$ cat src/hdl/triangle_median_split_axis_select_unit_assert.svh
// assertion macros for the median split axis select unit
`ifndef TRIANGLE_MEDIAN_SPLIT_AXIS_SELECT_UNIT_ASSERT_SVH
`define TRIANGLE_MEDIAN_SPLIT_AXIS_SELECT_UNIT_ASSERT_SVH

`ifndef SYNTHESIS
`define TMSAS_ASSERT_SAME(label, ante, cons, msg) \
  label: assert property (@(posedge clk_i) disable iff (!rst_ni) (ante) |-> (cons)) \
    else $error(msg);
`define TMSAS_ASSERT_NEXT(label, ante, cons, msg) \
  label: assert property (@(posedge clk_i) disable iff (!rst_ni) (ante) |=> (cons)) \
    else $error(msg);
`else
`define TMSAS_ASSERT_SAME(label, ante, cons, msg)
`define TMSAS_ASSERT_NEXT(label, ante, cons, msg)
`endif

`endif

$ cat src/hdl/tmsas_pkg.sv
`default_nettype none

package tmsas_pkg;

  localparam int MAX_TRIANGLES = 65536;
  localparam int CNT_W = 17;
  localparam int NUM_AXES = 3;
  localparam logic [CNT_W-1:0] COUNT_CAP =
      CNT_W'((MAX_TRIANGLES < 131071) ? MAX_TRIANGLES : 131071);

  localparam logic [1:0] AXIS_X = 2'd0;
  localparam logic [1:0] AXIS_Y = 2'd1;
  localparam logic [1:0] AXIS_Z = 2'd2;
  localparam logic [1:0] AXIS_NONE = 2'd3;

  localparam logic [1:0] REG_CENTER_X = 2'd0;
  localparam logic [1:0] REG_CENTER_Y = 2'd1;
  localparam logic [1:0] REG_CENTER_Z = 2'd2;
  localparam logic [1:0] REG_EXCLUDED_AXIS = 2'd3;

  typedef logic signed [31:0] coord_t;
  typedef logic [CNT_W-1:0] count_t;

  typedef struct packed {
    coord_t v1_x;
    coord_t v1_y;
    coord_t v1_z;
    coord_t v2_x;
    coord_t v2_y;
    coord_t v2_z;
    coord_t v3_x;
    coord_t v3_y;
    coord_t v3_z;
    logic   last_triangle;
  } tri_t;

  typedef struct packed {
    logic       low_on_x;
    logic       low_on_y;
    logic       low_on_z;
    logic       decision_valid;
    logic [1:0] chosen_axis;
    logic       use_index_halves;
    count_t     low_count;
    count_t     high_count;
  } res_t;

  typedef struct packed {
    logic [1:0]  index;
    logic [31:0] data;
  } cfg_t;

  typedef struct packed {
    count_t lo;
    count_t hi;
  } side_cnt_t;

  typedef side_cnt_t [NUM_AXES-1:0] cnt_set_t;

  // counter bank control
  typedef struct packed {
    logic                step;
    logic                clear;
    logic [NUM_AXES-1:0] en;
    logic [NUM_AXES-1:0] low;
  } upd_t;

  typedef struct packed {
    logic [1:0] axis;
    logic       halves;
    count_t     lo;
    count_t     hi;
  } decision_t;

endpackage

`default_nettype wire

$ cat src/hdl/tmsas_if.sv
`default_nettype none

interface tmsas_tri_if;
  logic            valid;
  logic            ready;
  tmsas_pkg::tri_t data;
  modport source (output valid, output data, input ready);
  modport sink (input valid, input data, output ready);
endinterface

interface tmsas_res_if;
  logic            valid;
  logic            ready;
  tmsas_pkg::res_t data;
  modport source (output valid, output data, input ready);
  modport sink (input valid, input data, output ready);
endinterface

interface tmsas_cfg_if;
  logic            valid;
  logic            ready;
  tmsas_pkg::cfg_t data;
  modport source (output valid, output data, input ready);
  modport sink (input valid, input data, output ready);
endinterface

`default_nettype wire

$ cat src/hdl/tmsas_classify.sv
`default_nettype none

module tmsas_classify (
  input  tmsas_pkg::tri_t                      tri_i,
  input  tmsas_pkg::coord_t                    center_x_i,
  input  tmsas_pkg::coord_t                    center_y_i,
  input  tmsas_pkg::coord_t                    center_z_i,
  input  logic [1:0]                           excl_i,
  output logic [tmsas_pkg::NUM_AXES-1:0]       en_o,
  output logic [tmsas_pkg::NUM_AXES-1:0]       low_o
);

  logic [2:0] bx, by, bz;
  logic [2:0] maj;

  assign bx = {tri_i.v3_x < center_x_i, tri_i.v2_x < center_x_i, tri_i.v1_x < center_x_i};
  assign by = {tri_i.v3_y < center_y_i, tri_i.v2_y < center_y_i, tri_i.v1_y < center_y_i};
  assign bz = {tri_i.v3_z < center_z_i, tri_i.v2_z < center_z_i, tri_i.v1_z < center_z_i};

  // two of three corners below the center
  assign maj[0] = (bx[0] & bx[1]) | (bx[0] & bx[2]) | (bx[1] & bx[2]);
  assign maj[1] = (by[0] & by[1]) | (by[0] & by[2]) | (by[1] & by[2]);
  assign maj[2] = (bz[0] & bz[1]) | (bz[0] & bz[2]) | (bz[1] & bz[2]);

  assign en_o[0] = (excl_i != tmsas_pkg::AXIS_X);
  assign en_o[1] = (excl_i != tmsas_pkg::AXIS_Y);
  assign en_o[2] = (excl_i != tmsas_pkg::AXIS_Z);

  assign low_o = maj & en_o;

endmodule

`default_nettype wire

$ cat src/hdl/tmsas_counter_bank.sv
`default_nettype none

module tmsas_counter_bank (
  input  logic                clk_i,
  input  logic                rst_ni,
  input  tmsas_pkg::upd_t     upd_i,
  output tmsas_pkg::cnt_set_t cnt_o
);

  tmsas_pkg::cnt_set_t cnt_q, cnt_d, base;

  function automatic tmsas_pkg::count_t bump(tmsas_pkg::count_t c);
    return (c < tmsas_pkg::COUNT_CAP) ? c + tmsas_pkg::CNT_W'(1) : c;
  endfunction

  always_comb begin
    base  = upd_i.clear ? '0 : cnt_q;
    cnt_d = base;
    for (int k = 0; k < tmsas_pkg::NUM_AXES; k++) begin
      if (upd_i.step && upd_i.en[k]) begin
        if (upd_i.low[k]) begin
          cnt_d[k].lo = bump(base[k].lo);
        end else begin
          cnt_d[k].hi = bump(base[k].hi);
        end
      end
    end
  end

  always_ff @(posedge clk_i or negedge rst_ni) begin
    if (!rst_ni) begin
      cnt_q <= '0;
    end else begin
      cnt_q <= cnt_d;
    end
  end

  assign cnt_o = cnt_q;

endmodule

`default_nettype wire

$ cat src/hdl/tmsas_decide.sv
`default_nettype none

module tmsas_decide (
  input  tmsas_pkg::cnt_set_t  cnt_i,
  input  logic [1:0]           excl_i,
  output tmsas_pkg::decision_t dec_o
);

  tmsas_pkg::count_t   diff [tmsas_pkg::NUM_AXES];
  logic [1:0]          axis;
  tmsas_pkg::side_cnt_t sel;
  logic [tmsas_pkg::CNT_W:0] n;
  logic [tmsas_pkg::CNT_W-1:0] half;

  always_comb begin
    for (int k = 0; k < tmsas_pkg::NUM_AXES; k++) begin
      diff[k] = (cnt_i[k].lo >= cnt_i[k].hi) ? cnt_i[k].lo - cnt_i[k].hi
                                             : cnt_i[k].hi - cnt_i[k].lo;
    end
  end

  // ties go to x, then y
  always_comb begin
    unique case (excl_i)
      tmsas_pkg::AXIS_X: axis = (diff[1] <= diff[2]) ? tmsas_pkg::AXIS_Y : tmsas_pkg::AXIS_Z;
      tmsas_pkg::AXIS_Y: axis = (diff[0] <= diff[2]) ? tmsas_pkg::AXIS_X : tmsas_pkg::AXIS_Z;
      tmsas_pkg::AXIS_Z: axis = (diff[0] <= diff[1]) ? tmsas_pkg::AXIS_X : tmsas_pkg::AXIS_Y;
      default: begin
        if (diff[0] <= diff[1] && diff[0] <= diff[2]) begin
          axis = tmsas_pkg::AXIS_X;
        end else if (diff[1] <= diff[2]) begin
          axis = tmsas_pkg::AXIS_Y;
        end else begin
          axis = tmsas_pkg::AXIS_Z;
        end
      end
    endcase
  end

  always_comb begin
    case (axis)
      tmsas_pkg::AXIS_X: sel = cnt_i[0];
      tmsas_pkg::AXIS_Y: sel = cnt_i[1];
      default:           sel = cnt_i[2];
    endcase
  end

  assign n    = {1'b0, sel.lo} + {1'b0, sel.hi};
  assign half = n[tmsas_pkg::CNT_W:1];

  always_comb begin
    dec_o.axis   = axis;
    dec_o.halves = (sel.lo == '0) || (sel.hi == '0);
    if (dec_o.halves) begin
      dec_o.lo = half;
      dec_o.hi = tmsas_pkg::CNT_W'(n - {1'b0, half});
    end else begin
      dec_o.lo = sel.lo;
      dec_o.hi = sel.hi;
    end
  end

endmodule

`default_nettype wire

$ cat src/hdl/triangle_median_split_axis_select_unit.sv
// Median split axis selector for a stream of triangles.
// Channels: tri_i takes one triangle word (three corners, last flag),
// res_o gives one result word per triangle in order, cfg_i writes the
// box center (indexes 0..2) and the excluded axis (index 3); the user must
// write them only while idle, which the block does not enforce. A
// triangle accepted into the input register reaches res_o through the
// classify register and the output register. Throughput: one triangle
// per cycle unless res_o stalls, set by the counter bank update from classify.
// The result of the last triangle carries the chosen axis and the side
// counts; the counters restart from zero for the triangle after it.
// Reset: counters cleared, center at zero, no axis excluded, all
// pipeline stages empty.
// Stall: each stage holds while the next is full and not taking; while
// res_o is stalled the internal stages still fill, then tri_i.ready drops.
`default_nettype none
`include "triangle_median_split_axis_select_unit_assert.svh"

module triangle_median_split_axis_select_unit (
  input  logic               clk_i,
  input  logic               rst_ni,
  tmsas_tri_if.sink          tri_i,
  tmsas_cfg_if.sink          cfg_i,
  tmsas_res_if.source        res_o
);

  // configuration
  tmsas_pkg::coord_t center_x_q, center_y_q, center_z_q;
  logic [1:0]        excl_q;

  assign cfg_i.ready = 1'b1;

  always_ff @(posedge clk_i or negedge rst_ni) begin
    if (!rst_ni) begin
      center_x_q <= '0;
      center_y_q <= '0;
      center_z_q <= '0;
      excl_q     <= tmsas_pkg::AXIS_NONE;
    end else if (cfg_i.valid) begin
      unique case (cfg_i.data.index)
        tmsas_pkg::REG_CENTER_X:      center_x_q <= cfg_i.data.data;
        tmsas_pkg::REG_CENTER_Y:      center_y_q <= cfg_i.data.data;
        tmsas_pkg::REG_CENTER_Z:      center_z_q <= cfg_i.data.data;
        tmsas_pkg::REG_EXCLUDED_AXIS: excl_q     <= cfg_i.data.data[1:0];
        default: ;
      endcase
    end
  end

  // pipeline handshake
  logic a_valid_q, b_valid_q, o_valid_q;
  logic a_ready, b_ready, o_ready;
  logic in_fire, a_fire, b_fire;

  tmsas_pkg::tri_t a_data_q;
  logic [tmsas_pkg::NUM_AXES-1:0] b_low_q;
  logic b_last_q;
  tmsas_pkg::res_t o_data_q;

  assign o_ready = !o_valid_q || res_o.ready;
  assign b_ready = !b_valid_q || o_ready;
  assign a_ready = !a_valid_q || b_ready;

  assign tri_i.ready = a_ready;
  assign in_fire = tri_i.valid && a_ready;
  assign a_fire  = a_valid_q && b_ready;
  assign b_fire  = b_valid_q && o_ready;

  always_ff @(posedge clk_i or negedge rst_ni) begin
    if (!rst_ni) begin
      a_valid_q <= 1'b0;
      b_valid_q <= 1'b0;
      o_valid_q <= 1'b0;
    end else begin
      if (a_ready) a_valid_q <= tri_i.valid;
      if (b_ready) b_valid_q <= a_valid_q;
      if (o_ready) o_valid_q <= b_valid_q;
    end
  end

  // classify
  logic [tmsas_pkg::NUM_AXES-1:0] en, low;

  tmsas_classify u_classify (
    .tri_i      (a_data_q),
    .center_x_i (center_x_q),
    .center_y_i (center_y_q),
    .center_z_i (center_z_q),
    .excl_i     (excl_q),
    .en_o       (en),
    .low_o      (low)
  );

  // counters
  tmsas_pkg::upd_t     upd;
  tmsas_pkg::cnt_set_t cnt;

  assign upd.step  = a_fire;
  assign upd.clear = b_fire && b_last_q;
  assign upd.en    = en;
  assign upd.low   = low;

  tmsas_counter_bank u_counter_bank (
    .clk_i  (clk_i),
    .rst_ni (rst_ni),
    .upd_i  (upd),
    .cnt_o  (cnt)
  );

  // decision
  tmsas_pkg::decision_t dec;

  tmsas_decide u_decide (
    .cnt_i  (cnt),
    .excl_i (excl_q),
    .dec_o  (dec)
  );

  // payload registers
  always_ff @(posedge clk_i) begin
    if (in_fire) begin
      a_data_q <= tri_i.data;
    end
    if (a_fire) begin
      b_low_q  <= low;
      b_last_q <= a_data_q.last_triangle;
    end
    if (b_fire) begin
      o_data_q.low_on_x       <= b_low_q[0];
      o_data_q.low_on_y       <= b_low_q[1];
      o_data_q.low_on_z       <= b_low_q[2];
      o_data_q.decision_valid <= b_last_q;
      o_data_q.chosen_axis    <= b_last_q ? dec.axis : tmsas_pkg::AXIS_X;
      o_data_q.use_index_halves <= b_last_q && dec.halves;
      o_data_q.low_count      <= b_last_q ? dec.lo : '0;
      o_data_q.high_count     <= b_last_q ? dec.hi : '0;
    end
  end

  assign res_o.valid = o_valid_q;
  assign res_o.data  = o_data_q;

  `TMSAS_ASSERT_SAME(a_plain_result_zero,
      res_o.valid && !res_o.data.decision_valid,
      res_o.data.chosen_axis == tmsas_pkg::AXIS_X && !res_o.data.use_index_halves &&
      res_o.data.low_count == '0 && res_o.data.high_count == '0,
      "decision fields set on a result that is not the last")
  `TMSAS_ASSERT_SAME(a_axis_allowed,
      res_o.valid && res_o.data.decision_valid,
      res_o.data.chosen_axis != excl_q && res_o.data.chosen_axis != tmsas_pkg::AXIS_NONE,
      "chosen axis is excluded or invalid")
  `TMSAS_ASSERT_SAME(a_halves_order,
      res_o.valid && res_o.data.use_index_halves,
      res_o.data.low_count <= res_o.data.high_count,
      "index halving gives a larger first part")
  `TMSAS_ASSERT_NEXT(a_clear_after_last,
      b_fire && b_last_q && !a_fire,
      cnt == '0,
      "counters not cleared after the last triangle")

endmodule

`default_nettype wire

$ cat src/flat_wrapper.sv
// flat-port wrapper written by rule: the top's interface ports become plain ports
module triangle_median_split_axis_select_unit_flat 
  (clk_i, rst_ni, tri_i_valid, tri_i_data, tri_i_ready, cfg_i_valid, cfg_i_data, cfg_i_ready, res_o_valid, res_o_data, res_o_ready);
  tmsas_tri_if tri_i_i ();
  tmsas_cfg_if cfg_i_i ();
  tmsas_res_if res_o_i ();
  input  logic clk_i;
  input  logic rst_ni;
  input wire logic [$bits(tri_i_i.valid)-1:0] tri_i_valid;
  input wire logic [$bits(tri_i_i.data)-1:0] tri_i_data;
  output wire logic [$bits(tri_i_i.ready)-1:0] tri_i_ready;
  input wire logic [$bits(cfg_i_i.valid)-1:0] cfg_i_valid;
  input wire logic [$bits(cfg_i_i.data)-1:0] cfg_i_data;
  output wire logic [$bits(cfg_i_i.ready)-1:0] cfg_i_ready;
  output wire logic [$bits(res_o_i.valid)-1:0] res_o_valid;
  output wire logic [$bits(res_o_i.data)-1:0] res_o_data;
  input wire logic [$bits(res_o_i.ready)-1:0] res_o_ready;
  assign tri_i_i.valid = tri_i_valid;
  assign tri_i_i.data = tri_i_data;
  assign tri_i_ready = tri_i_i.ready;
  assign cfg_i_i.valid = cfg_i_valid;
  assign cfg_i_i.data = cfg_i_data;
  assign cfg_i_ready = cfg_i_i.ready;
  assign res_o_valid = res_o_i.valid;
  assign res_o_data = res_o_i.data;
  assign res_o_i.ready = res_o_ready;
  triangle_median_split_axis_select_unit u_core (.clk_i(clk_i), .rst_ni(rst_ni), .tri_i(tri_i_i), .cfg_i(cfg_i_i), .res_o(res_o_i));
endmodule
$ cat config.mk
export PLATFORM = sky130hd
export DESIGN_NAME = triangle_median_split_axis_select_unit_flat
export DESIGN_NICKNAME = d
export VERILOG_FILES = /design/src/hdl/tmsas_pkg.sv /design/src/hdl/tmsas_if.sv /design/src/hdl/tmsas_classify.sv /design/src/hdl/tmsas_counter_bank.sv /design/src/hdl/tmsas_decide.sv /design/src/hdl/triangle_median_split_axis_select_unit.sv /design/src/flat_wrapper.sv
export VERILOG_INCLUDE_DIRS = /design/src /design/src/hdl
export SDC_FILE = /design/constraint.sdc
export NUM_CORES = 1
export LEC_CHECK = 0
export ABC_AREA = 1
export BUFFER_PORTS_ARGS = -buffer_cell sky130_fd_sc_hd__buf_2
export CAP_MARGIN = 10
export CORE_MARGIN = 2
export CORE_UTILIZATION = 55
export DETAILED_ROUTE_END_ITERATION = 6
export HOLD_SLACK_MARGIN = 0.1
export PLACE_DENSITY_LB_ADDON = 0.05
export SETUP_SLACK_MARGIN = 0.3
export SLEW_MARGIN = 25
export SYNTH_ARGS = -nofsm -noshare
export SYNTH_HDL_FRONTEND = slang
export SYNTH_SLANG_ARGS = --single-unit
$ cat constraint.sdc
create_clock -name clk_i -period 15.4 [get_ports clk_i]
set_input_delay 0.77 -clock clk_i [delete_from_list [all_inputs] [get_ports clk_i]]
set_output_delay 0.77 -clock clk_i [all_outputs]
set_load 0.02 [all_outputs]
==> run_results.csv <==
group,metric,value,unit
sta,fin_skew,0.0330,ns
routing,drt-total-wl,106,mm
critical_path,crit_type,"flip-flop to flip-flop",
job,maxCapViolations,0,
sta,tightest_slew,1.01,ns
sta,fmax,97.2,MHz
global_route,first_global_vias,28100,
placed_design,io_buffers,370,
global_route,grt_use_total,0.317,
sta,setup-violations-final,0,
routing,drtIter0Drc,2402,
clock_tree,holdBufCountCts,0,
placed_design,placed_area,0.0380,sq mm
critical_path,crit_path_max_fanout,32,
cells_and_area,final_cell_area,0.0401,sq mm
routing,route.detailed.drc,0,
critical_path,critical_path_buf_inv_count,6,
floorplanning,die_w,257,microns
routing,drtPass1Iterations,7,
floorplanning,ios,372,
clock_tree,clock_path_buffers,3,
logic_synthesis,postSynthAreaPerCell,8.81,sq um
cells_and_area,nets,5176,
critical_path,crit_family,"compound AO/OA/AOI/OAI gates",
routing,antenna_left,0,
critical_path,max_stage_delay,0.55,ns
critical_path,slowest_stage,"nand2_2",
floorplanning,dieArea,0.0662,sq mm
placed_design,globalplace.congestion,1.00,
clock_tree,cts_buffers,58,
critical_path,start_kind,"flip-flop",
floorplanning,start_util,0.558,
logic_synthesis,synth-seq-cells,537,
sta,rsz0062_at_grt,"no",
placed_design,dpl.hpwl,84.5,mm
floorplanning,design.core.area,0.0632,sq mm
logic_synthesis,synth.area.top_cells,"edfxtp_1 (28%), ha_1 (17%), dfrtp_1 (14%), nand2_1 (9.8%), inv_1 (5.7%)",
sta,finalHoldViolCount,0,
clock_tree,clk_pin_slew,0.07,ns
clock_tree,clock_latency,0.65,ns
clock_tree,root_buffer,"clkbuf_16",
clock_tree,cts_sinks,537,
logic_synthesis,yosysTopAreaCell,"edfxtp_1",
floorplanning,die_h,257,microns
logic_synthesis,yosysMostFrequentCell,"nand2_1",
sta,finalCriticalPeriod,10.28,ns
global_route,grt_first_pass_wirelength,161,mm
routing,dr_total_vias,29100,
placed_design,pre_cts_ws,5.30,ns
logic_synthesis,syn_inst,4005,
routing,vias_per_cell,5.50,
routing,routedWlPerCell,20.0,microns
logic_synthesis,synthesis.nets,4807,
clock_tree,cts_tree,"yes",
logic_synthesis,syn_area,0.0353,sq mm
critical_path,critPathRequiredTime,15.78,ns
cells_and_area,layout-drive-gt1-share,0.118,
clock_tree,cts_resized,0,
clock_tree,cts_max_level,2,
clock_tree,cts_setup_buffers,0,
logic_synthesis,yosysSeqAreaShare,0.429,
logic_synthesis,synth_edf_count,334,
sta,slew_headroom,0.324,
global_route,grt_overflow,0,
critical_path,critPathCaptureType,"flip-flop",
logic_synthesis,yosysWarnings,0,
logic_synthesis,async_reset_ff_frac,0.378,
sta,setup-tns-final,0,ns
floorplanning,rows,92,
logic_synthesis,synth_top_area_frac,0.284,
cells_and_area,fillers,5460,
sta,timing.final.ws_setup,5.12,ns
sta,fin_crit_sh,0.668,
hold_path,min_path_type,"input port to async pin",
global_route,grt_max_degree,157,
sta,slew_violations,0,
cells_and_area,area_growth,13.6,%
global_route,antenna_found_initial,26,
critical_path,critPathArrivalTime,10.67,ns
logic_synthesis,synth_commonest_cells,"nand2_1 (919), inv_1 (534), ha_1 (466)",
logic_synthesis,synth_top_flop_cell,"edfxtp_1",
outcome,status,"finished clean",
logic_synthesis,yosysUniqueCellTypes,59,
## final cells by class
type	instances	area, sq um	share of cell area
sequential	537	15100	0.377
tap	846	1060	0.0264
multi-input combinational	2847	17800	0.443
timing repair buffer	387	2000	0.0500
inverter	543	2050	0.0511
antenna	11	27.5	0.000687
clock inverter	24	357	0.00890
clock buffer	85	1690	0.0423
## metal layers
metal,GRT usage,vias to the layer above,part of all wire
li1,-,14300,-
met1,0.417,13500,0.42
met2,0.526,967,0.47
met3,0.0500,235,0.063
met4,0.126,26,0.043
met5,0,-,0.0015
## state kept, by name, indices dropped and copies added, names as in the netlist
name,cells
u_core.a_data_q,289
u_core.a_valid_q,1
u_core.b_last_q,1
u_core.b_low_q,3
u_core.b_valid_q,1
u_core.center_x_q,32
u_core.center_y_q,32
u_core.center_z_q,32
u_core.excl_q,2
u_core.res_o.data,41
u_core.res_o.valid,1
u_core.u_counter_bank.cnt_o,102
## per-stage QoR
| step | utilization | hold slack (ns) | instances |
|---|---|---|---|
| after global placement | 0.601 | 0.413 | 5160 |
| after detailed placement | 0.601 | 0.409 | 5160 |
| after CTS | 0.633 | 0.188 | 5269 |
| after floorplan | - | 0.400 | 4005 |
| after global routing | 0.634 | 0.220 | 5274 |
| final | 0.634 | 0.134 | 5280 |
## cells by family (layout without fill, tap and decap cells)
family	Yosys count	in the layout	share of synthesized area
flip-flops	537	537	0.429
AND/OR/NAND/NOR	1487	1487	0.175
multiplexers	12	12	0.00341
adder cells (fa/ha/maj)	474	474	0.170
other	1	12	0.000106
XOR/XNOR	165	165	0.0410
buffers and inverters	621	1039	0.0686
AO/OA/AOI/OAI	708	708	0.113
## worst paths after layout
check | slack (ns) | end | from | cells after the start
hold reg to reg | 0.42 | u_core.res_o.data[38] | u_core.b_low_q[2] | 0
setup reg to reg | 5.12 | u_core.res_o.data[16] | u_core.u_counter_bank.cnt_o[42] | 51
hold / removal | 0.13 | u_core.center_z_q[10] | rst_ni | 1
min in group clk_i | 0.29 | u_core.a_data_q[39] | tri_i_data[39] | 1
max in group asynchronous | 13.82 | u_core.u_counter_bank.cnt_o[16] | rst_ni | 2
setup / recovery | 5.12 | u_core.res_o.data[16] | u_core.u_counter_bank.cnt_o[42] | 51
## placed cells by master (no fill, tap or decap), types with 24 or more instances in the layout
cell and count:
xor2_1 122, inv_1 533, o21ai_0 292, nand2_1 916, xnor2_1 43, ha_1 466, buf_2 369, edfxtp_1 334
nor4_1 25, o211ai_1 24, dfrtp_1 201, nand4_1 67, clkbuf_16 59, a21oi_1 263, nand3_1 104, nor3_1 59
nor2_1 271
Power is left out: the tool's default activity adds up to more than one toggle a clock period on the data nets, which glitch-free logic cannot reach.
